`src/rtl/core/bbfq_pkg.sv`:
```
// Shared types and constants for the bounded byte FIFO queue.
package bbfq_pkg;

  localparam int DEPTH_DEF = 128;
  localparam int DATA_W    = 8;
  localparam int CNT_W     = 8;
  localparam int FUNC_W    = 3;
  localparam int STAT_W    = 2;

  localparam logic [CNT_W-1:0]  CAP_RESET = 8'd100;
  localparam logic [DATA_W-1:0] FILL_CHAR = 8'h30;  // ASCII '0'

  typedef enum logic [FUNC_W-1:0] {
    OP_PUSH  = 3'd0,
    OP_PEEK  = 3'd1,
    OP_POP   = 3'd2,
    OP_CLEAR = 3'd3,
    OP_FILL  = 3'd4
  } func_t;

  typedef enum logic [STAT_W-1:0] {
    ST_OK    = 2'd0,
    ST_FULL  = 2'd1,
    ST_EMPTY = 2'd2
  } status_t;

endpackage

```
`src/rtl/core/bounded_byte_fifo_queue.sv`:
```
// Top level of the bounded byte FIFO queue: pointers, counters and result register.
//
// Bounded byte FIFO queue. A command (in_func, in_push_value) is taken on
// any clock edge with start high and busy low; busy never rises, so one
// command is taken per cycle. Every command yields exactly one result word,
// shown on the out_ ports for the single cycle in which out_valid is high,
// which is the cycle right after the command was taken. The receiver cannot
// stall this port and must take every word as it appears. Result timing
// follows the byte store, a RAM with a registered read port: the
// head entry is read in the command cycle and the RAM output register feeds
// out_read_byte directly. Commands: push, peek, pop, clear, fill-zeros.
// Fill-zeros marks all bytes held at that moment to read as '0' (0x30) by
// loading a counter, without touching the store. cfg_data sets the
// capacity (reset 100, clipped at DEPTH, 0 makes every push report full);
// write it only while no command is in flight. The store is not cleared at
// reset; only bytes written by push are ever read.
module bounded_byte_fifo_queue #(
  parameter int DEPTH = bbfq_pkg::DEPTH_DEF
) (
  input  logic                         clk,
  input  logic                         rst_n,
  // command channel
  input  logic                         start,
  output logic                         busy,
  input  logic [bbfq_pkg::FUNC_W-1:0]  in_func,
  input  logic [bbfq_pkg::DATA_W-1:0]  in_push_value,
  // result channel
  output logic                         out_valid,
  output logic [bbfq_pkg::STAT_W-1:0]  out_status,
  output logic [bbfq_pkg::DATA_W-1:0]  out_read_byte,
  output logic [bbfq_pkg::CNT_W-1:0]   out_occupancy,
  output logic                         out_is_empty_flag,
  // capacity register
  input  logic                         cfg_valid,
  output logic                         cfg_ready,
  input  logic [bbfq_pkg::CNT_W-1:0]   cfg_data
);

  localparam int AW = $clog2(DEPTH);
  // The count register can never pass 255, so clip DEPTH to that range.
  localparam int DEPTH_CLIP = (DEPTH > 255) ? 255 : DEPTH;
  localparam logic [bbfq_pkg::CNT_W-1:0] DEPTH_CNT = bbfq_pkg::CNT_W'(DEPTH_CLIP);
  localparam logic [AW-1:0] LAST_IDX = AW'(DEPTH - 1);

  logic accept;

  // pointer / counter state
  logic [AW-1:0]              head_r, head_nxt;
  logic [AW-1:0]              tail_r, tail_nxt;
  logic [bbfq_pkg::CNT_W-1:0] cnt_r, cnt_nxt;
  logic [bbfq_pkg::CNT_W-1:0] filled_r, filled_nxt;
  logic [bbfq_pkg::CNT_W-1:0] cap_r;
  logic [bbfq_pkg::CNT_W-1:0] eff_cap;

  // result register
  logic                          out_valid_r;
  bbfq_pkg::status_t             status_r, status_nxt;
  logic [bbfq_pkg::DATA_W-1:0]   rd_r, rd_nxt;
  logic                          use_ram_r, use_ram_nxt;
  logic [bbfq_pkg::CNT_W-1:0]    occ_r;
  logic                          empty_r;

  // RAM port
  logic                        ram_we;
  logic                        ram_re;
  logic [bbfq_pkg::DATA_W-1:0] ram_rdata;

  // Nothing here ever stalls a command.
  assign busy      = 1'b0;
  assign cfg_ready = 1'b1;
  assign accept    = start & ~busy;

  assign eff_cap = (cap_r > DEPTH_CNT) ? DEPTH_CNT : cap_r;

  function automatic logic [AW-1:0] next_idx(input logic [AW-1:0] idx);
    next_idx = (idx == LAST_IDX) ? '0 : idx + AW'(1);
  endfunction

  // Command decode: next pointers, counters and the result fields.
  always_comb begin
    head_nxt    = head_r;
    tail_nxt    = tail_r;
    cnt_nxt     = cnt_r;
    filled_nxt  = filled_r;
    status_nxt  = bbfq_pkg::ST_OK;
    rd_nxt      = '0;
    use_ram_nxt = 1'b0;
    ram_we      = 1'b0;
    ram_re      = 1'b0;
    if (accept) begin
      case (bbfq_pkg::func_t'(in_func))
        bbfq_pkg::OP_PUSH: begin
          if (cnt_r >= eff_cap) begin
            status_nxt = bbfq_pkg::ST_FULL;
          end else begin
            ram_we   = 1'b1;
            tail_nxt = next_idx(tail_r);
            cnt_nxt  = cnt_r + 8'd1;
          end
        end
        bbfq_pkg::OP_PEEK, bbfq_pkg::OP_POP: begin
          if (cnt_r == '0) begin
            status_nxt = bbfq_pkg::ST_EMPTY;
          end else begin
            // filled entries are always the oldest ones
            if (filled_r != '0) begin
              rd_nxt = bbfq_pkg::FILL_CHAR;
            end else begin
              ram_re      = 1'b1;
              use_ram_nxt = 1'b1;
            end
            if (bbfq_pkg::func_t'(in_func) == bbfq_pkg::OP_POP) begin
              if (filled_r != '0) begin
                filled_nxt = filled_r - 8'd1;
              end
              head_nxt = next_idx(head_r);
              cnt_nxt  = cnt_r - 8'd1;
            end
          end
        end
        bbfq_pkg::OP_CLEAR: begin
          head_nxt   = '0;
          tail_nxt   = '0;
          cnt_nxt    = '0;
          filled_nxt = '0;
        end
        bbfq_pkg::OP_FILL: begin
          filled_nxt = cnt_r;
        end
        default: begin
          // unused codes: no-op, report current occupancy
        end
      endcase
    end
  end

  always_ff @(posedge clk) begin
    if (!rst_n) begin
      head_r      <= '0;
      tail_r      <= '0;
      cnt_r       <= '0;
      filled_r    <= '0;
      cap_r       <= bbfq_pkg::CAP_RESET;
      out_valid_r <= 1'b0;
    end else begin
      head_r      <= head_nxt;
      tail_r      <= tail_nxt;
      cnt_r       <= cnt_nxt;
      filled_r    <= filled_nxt;
      out_valid_r <= accept;
      if (cfg_valid && cfg_ready) begin
        cap_r <= cfg_data;
      end
    end
  end

  // Result payload; only loaded for a taken command.
  always_ff @(posedge clk) begin
    if (accept) begin
      status_r  <= status_nxt;
      rd_r      <= rd_nxt;
      use_ram_r <= use_ram_nxt;
      occ_r     <= cnt_nxt;
      empty_r   <= (cnt_nxt == '0);
    end
  end

  bbfq_ram #(
    .WIDTH (bbfq_pkg::DATA_W),
    .DEPTH (DEPTH)
  ) u_store (
    .clk   (clk),
    .we    (ram_we),
    .waddr (tail_r),
    .wdata (in_push_value),
    .re    (ram_re),
    .raddr (head_r),
    .rdata (ram_rdata)
  );

  // RAM output register lines up with the result register.
  assign out_valid         = out_valid_r;
  assign out_status        = status_r;
  assign out_read_byte     = use_ram_r ? ram_rdata : rd_r;
  assign out_occupancy     = occ_r;
  assign out_is_empty_flag = empty_r;

`ifndef NO_ASSERTIONS
  a_cnt_bound: assert property (@(posedge clk) disable iff (!rst_n)
    cnt_r <= DEPTH_CNT)
    else $error("entry count exceeds store depth");

  a_filled_bound: assert property (@(posedge clk) disable iff (!rst_n)
    filled_r <= cnt_r)
    else $error("filled counter exceeds entry count");

  a_empty_ptrs: assert property (@(posedge clk) disable iff (!rst_n)
    (cnt_r == '0) |-> (head_r == tail_r))
    else $error("empty queue with head and tail apart");

  a_one_result: assert property (@(posedge clk) disable iff (!rst_n)
    accept |=> out_valid)
    else $error("taken command produced no result");

  a_no_extra: assert property (@(posedge clk) disable iff (!rst_n)
    !accept |=> !out_valid)
    else $error("result without a command");

  a_clear: assert property (@(posedge clk) disable iff (!rst_n)
    (accept && (in_func == bbfq_pkg::OP_CLEAR))
      |=> (cnt_r == '0 && filled_r == '0 && head_r == '0 && tail_r == '0))
    else $error("clear left state behind");
`endif

endmodule

```
`src/rtl/core/bbfq_ram.sv`:
```
// Generic single-port-write, single-port-read RAM with registered read data.
module bbfq_ram #(
  parameter int WIDTH = bbfq_pkg::DATA_W,
  parameter int DEPTH = bbfq_pkg::DEPTH_DEF
) (
  input  logic                     clk,
  input  logic                     we,
  input  logic [$clog2(DEPTH)-1:0] waddr,
  input  logic [WIDTH-1:0]         wdata,
  input  logic                     re,
  input  logic [$clog2(DEPTH)-1:0] raddr,
  output logic [WIDTH-1:0]         rdata
);

  logic [WIDTH-1:0] mem [DEPTH];
  logic [WIDTH-1:0] rdata_r;

  always_ff @(posedge clk) begin
    if (we) begin
      mem[waddr] <= wdata;
    end
    if (re) begin
      rdata_r <= mem[raddr];
    end
  end

  assign rdata = rdata_r;

endmodule
```
`config.mk`:
```
export PLATFORM = sky130hd
export DESIGN_NAME = bounded_byte_fifo_queue
export DESIGN_NICKNAME = d
export VERILOG_FILES = /design/src/rtl/core/bbfq_pkg.sv /design/src/rtl/core/bounded_byte_fifo_queue.sv /design/src/rtl/core/bbfq_ram.sv
export SDC_FILE = /design/constraint.sdc
export NUM_CORES = 1
export LEC_CHECK = 0
export ABC_AREA = 1
export BUFFER_PORTS_ARGS = -buffer_cell sky130_fd_sc_hd__buf_2
export CORE_ASPECT_RATIO = 0.75
export CORE_UTILIZATION = 45
export CTS_CLUSTER_SIZE = 25
export DETAILED_ROUTE_END_ITERATION = 6
export PLACE_DENSITY = 0.62
export REMOVE_ABC_BUFFERS = 1
export SYNTH_ARGS = -nofsm -noshare
export SYNTH_HDL_FRONTEND = slang
export SYNTH_HIERARCHICAL = 1
export SYNTH_SLANG_ARGS = --single-unit
```
`constraint.sdc`:
```
create_clock -name clk -period 7.95 [get_ports clk]
set_input_delay 2.385 -clock clk [delete_from_list [all_inputs] [get_ports clk]]
set_output_delay 2.385 -clock clk [all_outputs]
set_load 0.005 [all_outputs]
```
[After elaboration in Yosys (flattened, before gate mapping)]
Memories as Yosys holds them, arrays and structs flattened. A register that Yosys moved wholly into a read port is not among the register bits.
Index checks and enable logic that the tools add are counted.
Storage, ports and cells
  flip-flop bits (word level): 59
  bits in latches: 0
  bits in writable memories: 1024
  memory bits (read-only): 0
  bits of input ports: 23
  logic and storage cells: 73
  memories kept: 1
Operators by class
  $add $sub $neg: 5
  multipliers: 0
  divide/modulo/power cells: 0
  magnitude comparators: 2
  eq/ne operators: 10
  shift operators: 0
  muxes and demuxes: 31
  bitwise operators: 1
  reductions and logical operators: 12
Memory list
  u_store.mem: depth 128, width 8, rd ports 1, clocked after Yosys merged registers in 1, write ports 1, line bbfq_ram.sv:15  | logic [WIDTH-1:0] mem [DEPTH];
Operators by type and width (number)
  2-to-1 mux 8 bit: 9
  one-hot mux 8 bit (3 select lines): 2
  2-to-1 mux 7 bit: 5
  one-hot mux 7 bit (2 select lines): 2
  logical NOT 8 bit: 2
  subtractor 8 x 1 -> 8 bit (second input constant): 2
  adder 7 x 1 -> 7 bit (second input constant): 2
  equality test 7 bit (second input constant): 2
  2-to-1 mux 1 bit: 10
  adder 8 x 1 -> 8 bit (second input constant): 1
  >= comparator 8 bit: 1
  > comparator 8 bit (second input constant): 1
  inequality test 2 bit (second input constant): 4
  nonzero test 8 bit: 1
  equality test 3 x 2 -> 1 bit (second input constant): 2
  2-to-1 mux 6 bit: 1
  AND reduction 5 bit: 1
  one-hot mux 2 bit (2 select lines): 1
  AND reduction 4 bit: 1
  nonzero test 2 bit: 2
  OR reduction 2 bit: 2
  equality test 3 x 1 -> 1 bit (second input constant): 1
  equality test 3 bit (second input constant): 1
  logical NOT 3 bit: 1
  4 further kinds: 4

[Logic depth before layout (Yosys ltp)]
  word-level depth: 8
  depth in mapped cells: 19

[Modules after synthesis]
The synthesis kept the hierarchy.
By module, submodules not included
  bbfq_ram: times used 1, cells an instance 3575, area each 42184.2 um^2
  bounded_byte_fifo_queue: times used 1, cells an instance 471, area each 3300.7 um^2

[Worst setup path after synthesis]
Ideal clock, no wire load.
  path kind: in2reg
  from: input in_func[2] (netlist name)
  to: memory u_store/mem[105][0] (netlist name), enable pin
  arrival: 4.061 ns
  slack: 3.519 ns
  stages on the path: 9
  path buffers: 2
  path through: inv_2 -> nand2_1 -> nor2_2 -> nand3_1 -> nor2_1 -> clkbuf_1 -> nand2_1 -> clkbuf_1 -> nor2_1
On the way
  word-level cells in the longest chain between the ends: 5
RTL lines
  from (decl): line bounded_byte_fifo_queue.sv:25  | input logic [bbfq_pkg::FUNC_W-1:0] in_func,
  logical NOT 3 bit: line bounded_byte_fifo_queue.sv:91  | case (bbfq_pkg::func_t'(in_func))
  2-to-1 mux 1 bit: line bounded_byte_fifo_queue.sv:91
  2-to-1 mux 1 bit: line bounded_byte_fifo_queue.sv:90  | if (accept) begin
  net ram_we: line bounded_byte_fifo_queue.sv:64  | logic ram_we;
  2-to-1 mux 1 bit: line bbfq_ram.sv:19  | if (we) begin
  2-to-1 mux 1 bit (not written as such): line bbfq_ram.sv:20  | mem[waddr] <= wdata;
  to (decl): line bbfq_ram.sv:15
The timed path passes the listed nets, and every way through them passes these cells.

[Worst setup path after layout]
  from: input in_func[2] (netlist name)
  to: memory u_store/mem[32][3] (netlist name), enable pin
The elaborated chain is that of the path after synthesis.

==> impl_metrics.py <==
metrics = {
    "outcome": {
        "run_status": "finished, violations left",
        "violations_in_the_final_reports": "DRC",
    },
    "finish": {
        "finalCoreUtilization_pct": 49.73,
        "area_growth_pct": 9.020,
        "num-fill-cells": 8727,
        "drive_above_1_share_pct": 6.665,
        "num_antenna_cells": 0,
        "design.final.nets": 4026,
    },
    "power_and_ir_drop": {
        "static-leakage-power_uw": 0.01756,
        "vdd_ir_drop_max_v": 0.0001797,
        "p_int_uw": 9156,
        "share_comb_of_total_power_pct": 4.9,
        "p_seq_share_pct": 54.0,
        "power.switching_fraction_pct": 21.50,
        "clockPowerShare_pct": 41.1,
        "net-switching-power_uw": 2508,
        "power-per-cell-area_nw_per_um2": 235.2,
    },
    "sta": {
        "finClkSkew_ns": 0.02280,
        "worstMarginPinSlew_ns": 1.279,
        "final.period_utilization_pct": 65.00,
        "tns_ns": 0,
        "grt_setup_unrepaired": "no",
        "final-setup-viol-count": 0,
        "final_slew_violations": 0,
        "timing.fmax_mhz": 193.5,
        "finalHoldViolations": 0,
        "post_route_worst_hold_slack_ns": 0.4817,
        "period_minus_slack_ns": 5.167,
        "maxSlewHeadroom_pct": 14.70,
    },
    "worst_setup_path": {
        "critical_path_arrival_ns": 5.48,
        "path_class": "in -> reg",
        "critical_path.top_delay_family": "simple AND/OR/NAND/NOR gates",
        "critical_path_buf_inv_count": 3,
        "maximum_fanout_count_along_the_critical_path": 11,
        "start_kind": "input port",
        "max_stage_delay_ns": 0.70,
        "critPathCaptureType": "register",
        "crit_path_cell_chain": "buf_2 -> inv_2 -> nand2_1 -> nor2_2 -> nand3_1 -> nor2_1 -> nand2_1 -> buf_4 -> nor2_1",
        "timing.critical_path.slowest_stage_cell": "sky130_fd_sc_hd__nand2_1",
        "data_required_time_at_the_worst_endpoint_ns": 8.26,
    },
    "die": {
        "die_area_um2": 102400,
        "ios": 45,
        "floorplan.die.height_um": 277.3,
        "core_area_um2": 99720,
        "floorplan.initialDensity_pct": 45.61,
        "rows": 100,
        "die_width_um": 369.1,
    },
    "grt": {
        "grt_antenna_before_repair": 3,
        "via_count_of_the_first_global_routing_pass": 28250,
        "grt_overflow_total": 0,
        "globalRouteTotalUtil_pct": 23.87,
        "grt_pass1_wl_mm": 181.8,
        "grt_start_max_net_pins": 211,
    },
    "route": {
        "detail_route.drc_violations": 4,
        "drt_first_iter_violations": 4254,
        "routed-via-count": 30430,
        "drtPass1Iterations": 7,
        "routed_wirelength_mm": 122.9,
        "antenna_violating_nets_post_route": 0,
        "avgRoutedWirePerCell_um": 22.78,
        "detail_routed_via_count_per_cell": 5.644,
    },
    "synthesis": {
        "synth-seq-area-share_pct": 70.71,
        "post_synth.cell_area_avg_um2": 11.24,
        "number_of_synthesis_warnings": 6,
        "asyncSetResetFlopFracSynth_pct": 0,
        "synth-main-ff-cell": "sky130_fd_sc_hd__edfxtp_1",
        "ys_seq_elements": 1084,
        "mappedNetlistArea_um2": 45480,
        "syn-instance-count": 4046,
        "synth_edf_count": 1045,
        "synth_cell_type_count": 41,
    },
    "clock_tree": {
        "insertion_delay_ns": 0.69,
        "postCtsHoldBufs": 0,
        "cts-buffers-inserted": 99,
        "cts_tree": "built",
        "clk_root_buffer_cell": "sky130_fd_sc_hd__clkbuf_16",
        "clk_pin_slew_worst_paths_ns": 0.06,
        "post-cts-setup-buffers": 0,
        "cts.path.max_buffers": 3,
        "cts.sink_count": 1084,
        "post_cts.resized_instances": 0,
        "cts_max_level": 3,
    },
    "worst_hold_path": {
        "min_path_type": "reg -> reg",
    },
    "flow_run": {
        "maxCapViolations": 0,
    },
    "place": {
        "portBuffers": 42,
        "gpl.final_weighted_congestion": 0.8977,
        "place_hpwl_mm": 71.86,
    },
}
## power by group through the flow
stage	Clock, uW	Sequential [uW]	Combinational [uW]
2_1_floorplan	0	6440	337
3_3_place_gp	0	6420	560
3_5_place_dp	0	6420	562
4_1_cts	4860	6290	564
5_1_grt	5070	6290	627
6_report	4800	6290	571
## worst paths after layout
path,start,to,slack (ns),depth (start not counted)
max reg2reg,cap_r[0]$_SDFFE_PN0P_,u_store/mem[32][3]$_DFFE_PP_,3.50,13
min,cap_r[0]$_SDFFE_PN0P_,cap_r[0]$_SDFFE_PN0P_,0.48,2
max,in_func[2],u_store/mem[32][3]$_DFFE_PP_,2.78,9
min reg2reg,cap_r[0]$_SDFFE_PN0P_,cap_r[0]$_SDFFE_PN0P_,0.48,2
## cell type report
cell class	count	area [um2]	share of cell area, %
well taps	1326	1659	3.346
clock buffers	132	2718	5.480
clock inverters	47	500.5	1.009
inverters	94	382.9	0.7721
multi-input cells	2627	11560	23.31
flip-flops and latches	1084	32170	64.88
repair buffers	82	593.1	1.196
## stage by stage
| step | setup slack (ns) | cell area (um2) | cells | power [uW] |
|---|---|---|---|---|
| floorplan | -6.711 | 44090 | 3805 | 6774 |
| global placement | 2.166 | 46370 | 5213 | 6976 |
| detailed placement | 2.109 | 46370 | 5213 | 6979 |
| CTS | 2.850 | 49590 | 5392 | 11720 |
| global route | 2.660 | 49590 | 5392 | 11990 |
| finish | 2.783 | 49590 | 5392 | 11660 |
## cell families after synthesis
group	count (synthesis)	synth area share, %
xor gates and xnor gates	9	0.1733
adders and majority gates	15	0.4126
buffers and inverters	335	3.876
and+or+nand+nor	2536	23.99
AOI/OAI and AO/OA	65	0.8225
DFF	1084	70.71
other	2	0.01651
## worst reg2reg max path: cells and delay by family, from the launching register on
family | cells | cell delay [ns]
buf+inv | 2 | 0.56
fa+ha+maj | 1 | 0.29
flops | 1 | 0.31
compound gates | 2 | 0.29
simple gates | 8 | 2.66
## cell usage after synthesis (2+ instances only)
cell type / count / area, um2
sky130_fd_sc_hd__a211oi_2: 3 / 37.54
sky130_fd_sc_hd__a21oi_1: 24 / 120.1
sky130_fd_sc_hd__a31oi_1: 4 / 25.02
sky130_fd_sc_hd__buf_1: 14 / 52.55
sky130_fd_sc_hd__buf_2: 125 / 625.6
sky130_fd_sc_hd__buf_4: 42 / 315.3
sky130_fd_sc_hd__buf_6: 24 / 270.3
sky130_fd_sc_hd__clkbuf_1: 36 / 135.1
sky130_fd_sc_hd__conb_1: 2 / 7.510
sky130_fd_sc_hd__dfxtp_1: 39 / 780.8
sky130_fd_sc_hd__edfxtp_1: 1045 / 31380
sky130_fd_sc_hd__ha_1: 15 / 187.7
sky130_fd_sc_hd__inv_1: 83 / 311.6
sky130_fd_sc_hd__inv_2: 7 / 26.28
sky130_fd_sc_hd__nand2_1: 1323 / 4966
sky130_fd_sc_hd__nand2_2: 9 / 56.30
sky130_fd_sc_hd__nand2_4: 3 / 33.78
sky130_fd_sc_hd__nand3_1: 975 / 4880
sky130_fd_sc_hd__nand4_1: 2 / 12.51
sky130_fd_sc_hd__nor2_1: 193 / 724.4
sky130_fd_sc_hd__nor2_2: 8 / 50.05
sky130_fd_sc_hd__nor2_4: 7 / 78.83
sky130_fd_sc_hd__nor3_1: 10 / 50.05
sky130_fd_sc_hd__nor4_1: 2 / 12.51
sky130_fd_sc_hd__o21a_1: 2 / 15.01
sky130_fd_sc_hd__o21ai_0: 24 / 120.1
sky130_fd_sc_hd__o21ai_2: 2 / 17.52
sky130_fd_sc_hd__o22ai_1: 3 / 18.77
sky130_fd_sc_hd__xor2_1: 8 / 70.07
## layout by cell type (no fill, tap or decap), types with 3 or more instances in the layout
cell type                   Yosys  final
sky130_fd_sc_hd__a211oi_2       3      3
sky130_fd_sc_hd__a21oi_1       24     24
sky130_fd_sc_hd__a31oi_1        4      4
sky130_fd_sc_hd__buf_12         0      5
sky130_fd_sc_hd__buf_2        125     34
sky130_fd_sc_hd__buf_4         42     43
sky130_fd_sc_hd__bufinv_16      0     11
sky130_fd_sc_hd__clkbuf_1      36     27
sky130_fd_sc_hd__clkbuf_16      0    104
sky130_fd_sc_hd__clkinv_1       1     14
sky130_fd_sc_hd__clkinv_2       1     22
sky130_fd_sc_hd__dfxtp_1       39     35
sky130_fd_sc_hd__dfxtp_4        0      3
sky130_fd_sc_hd__edfxtp_1    1045   1045
sky130_fd_sc_hd__ha_1          15     15
sky130_fd_sc_hd__inv_1         83     82
sky130_fd_sc_hd__inv_2          7      6
sky130_fd_sc_hd__nand2_1     1323   1323
sky130_fd_sc_hd__nand2_2        9      9
sky130_fd_sc_hd__nand2_4        3      3
sky130_fd_sc_hd__nand3_1      975    975
sky130_fd_sc_hd__nor2_1       193    193
sky130_fd_sc_hd__nor2_2         8      8
sky130_fd_sc_hd__nor2_4         7      7
sky130_fd_sc_hd__nor3_1        10     10
sky130_fd_sc_hd__o21ai_0       24     24
sky130_fd_sc_hd__o22ai_1        3      3
sky130_fd_sc_hd__xor2_1         8      8
## state kept, by name, indices dropped and copies added (netlist names), 2 cells and up
register	cells
tail_r	7
cap_r	8
head_r	7
cnt_r	8
u_store/rdata	8
filled_r	8
out_occupancy	8
u_store/mem	1024
out_status	2
## per-layer routing
metal / GRT usage (%) / wire length (um)
met3: 5.883 / 13840
met1: 38.19 / 55910
met5: 0 / 0
met4: 4.618 / 2037
met2: 32.61 / 51070
Power figures use the tool's default switching activity.
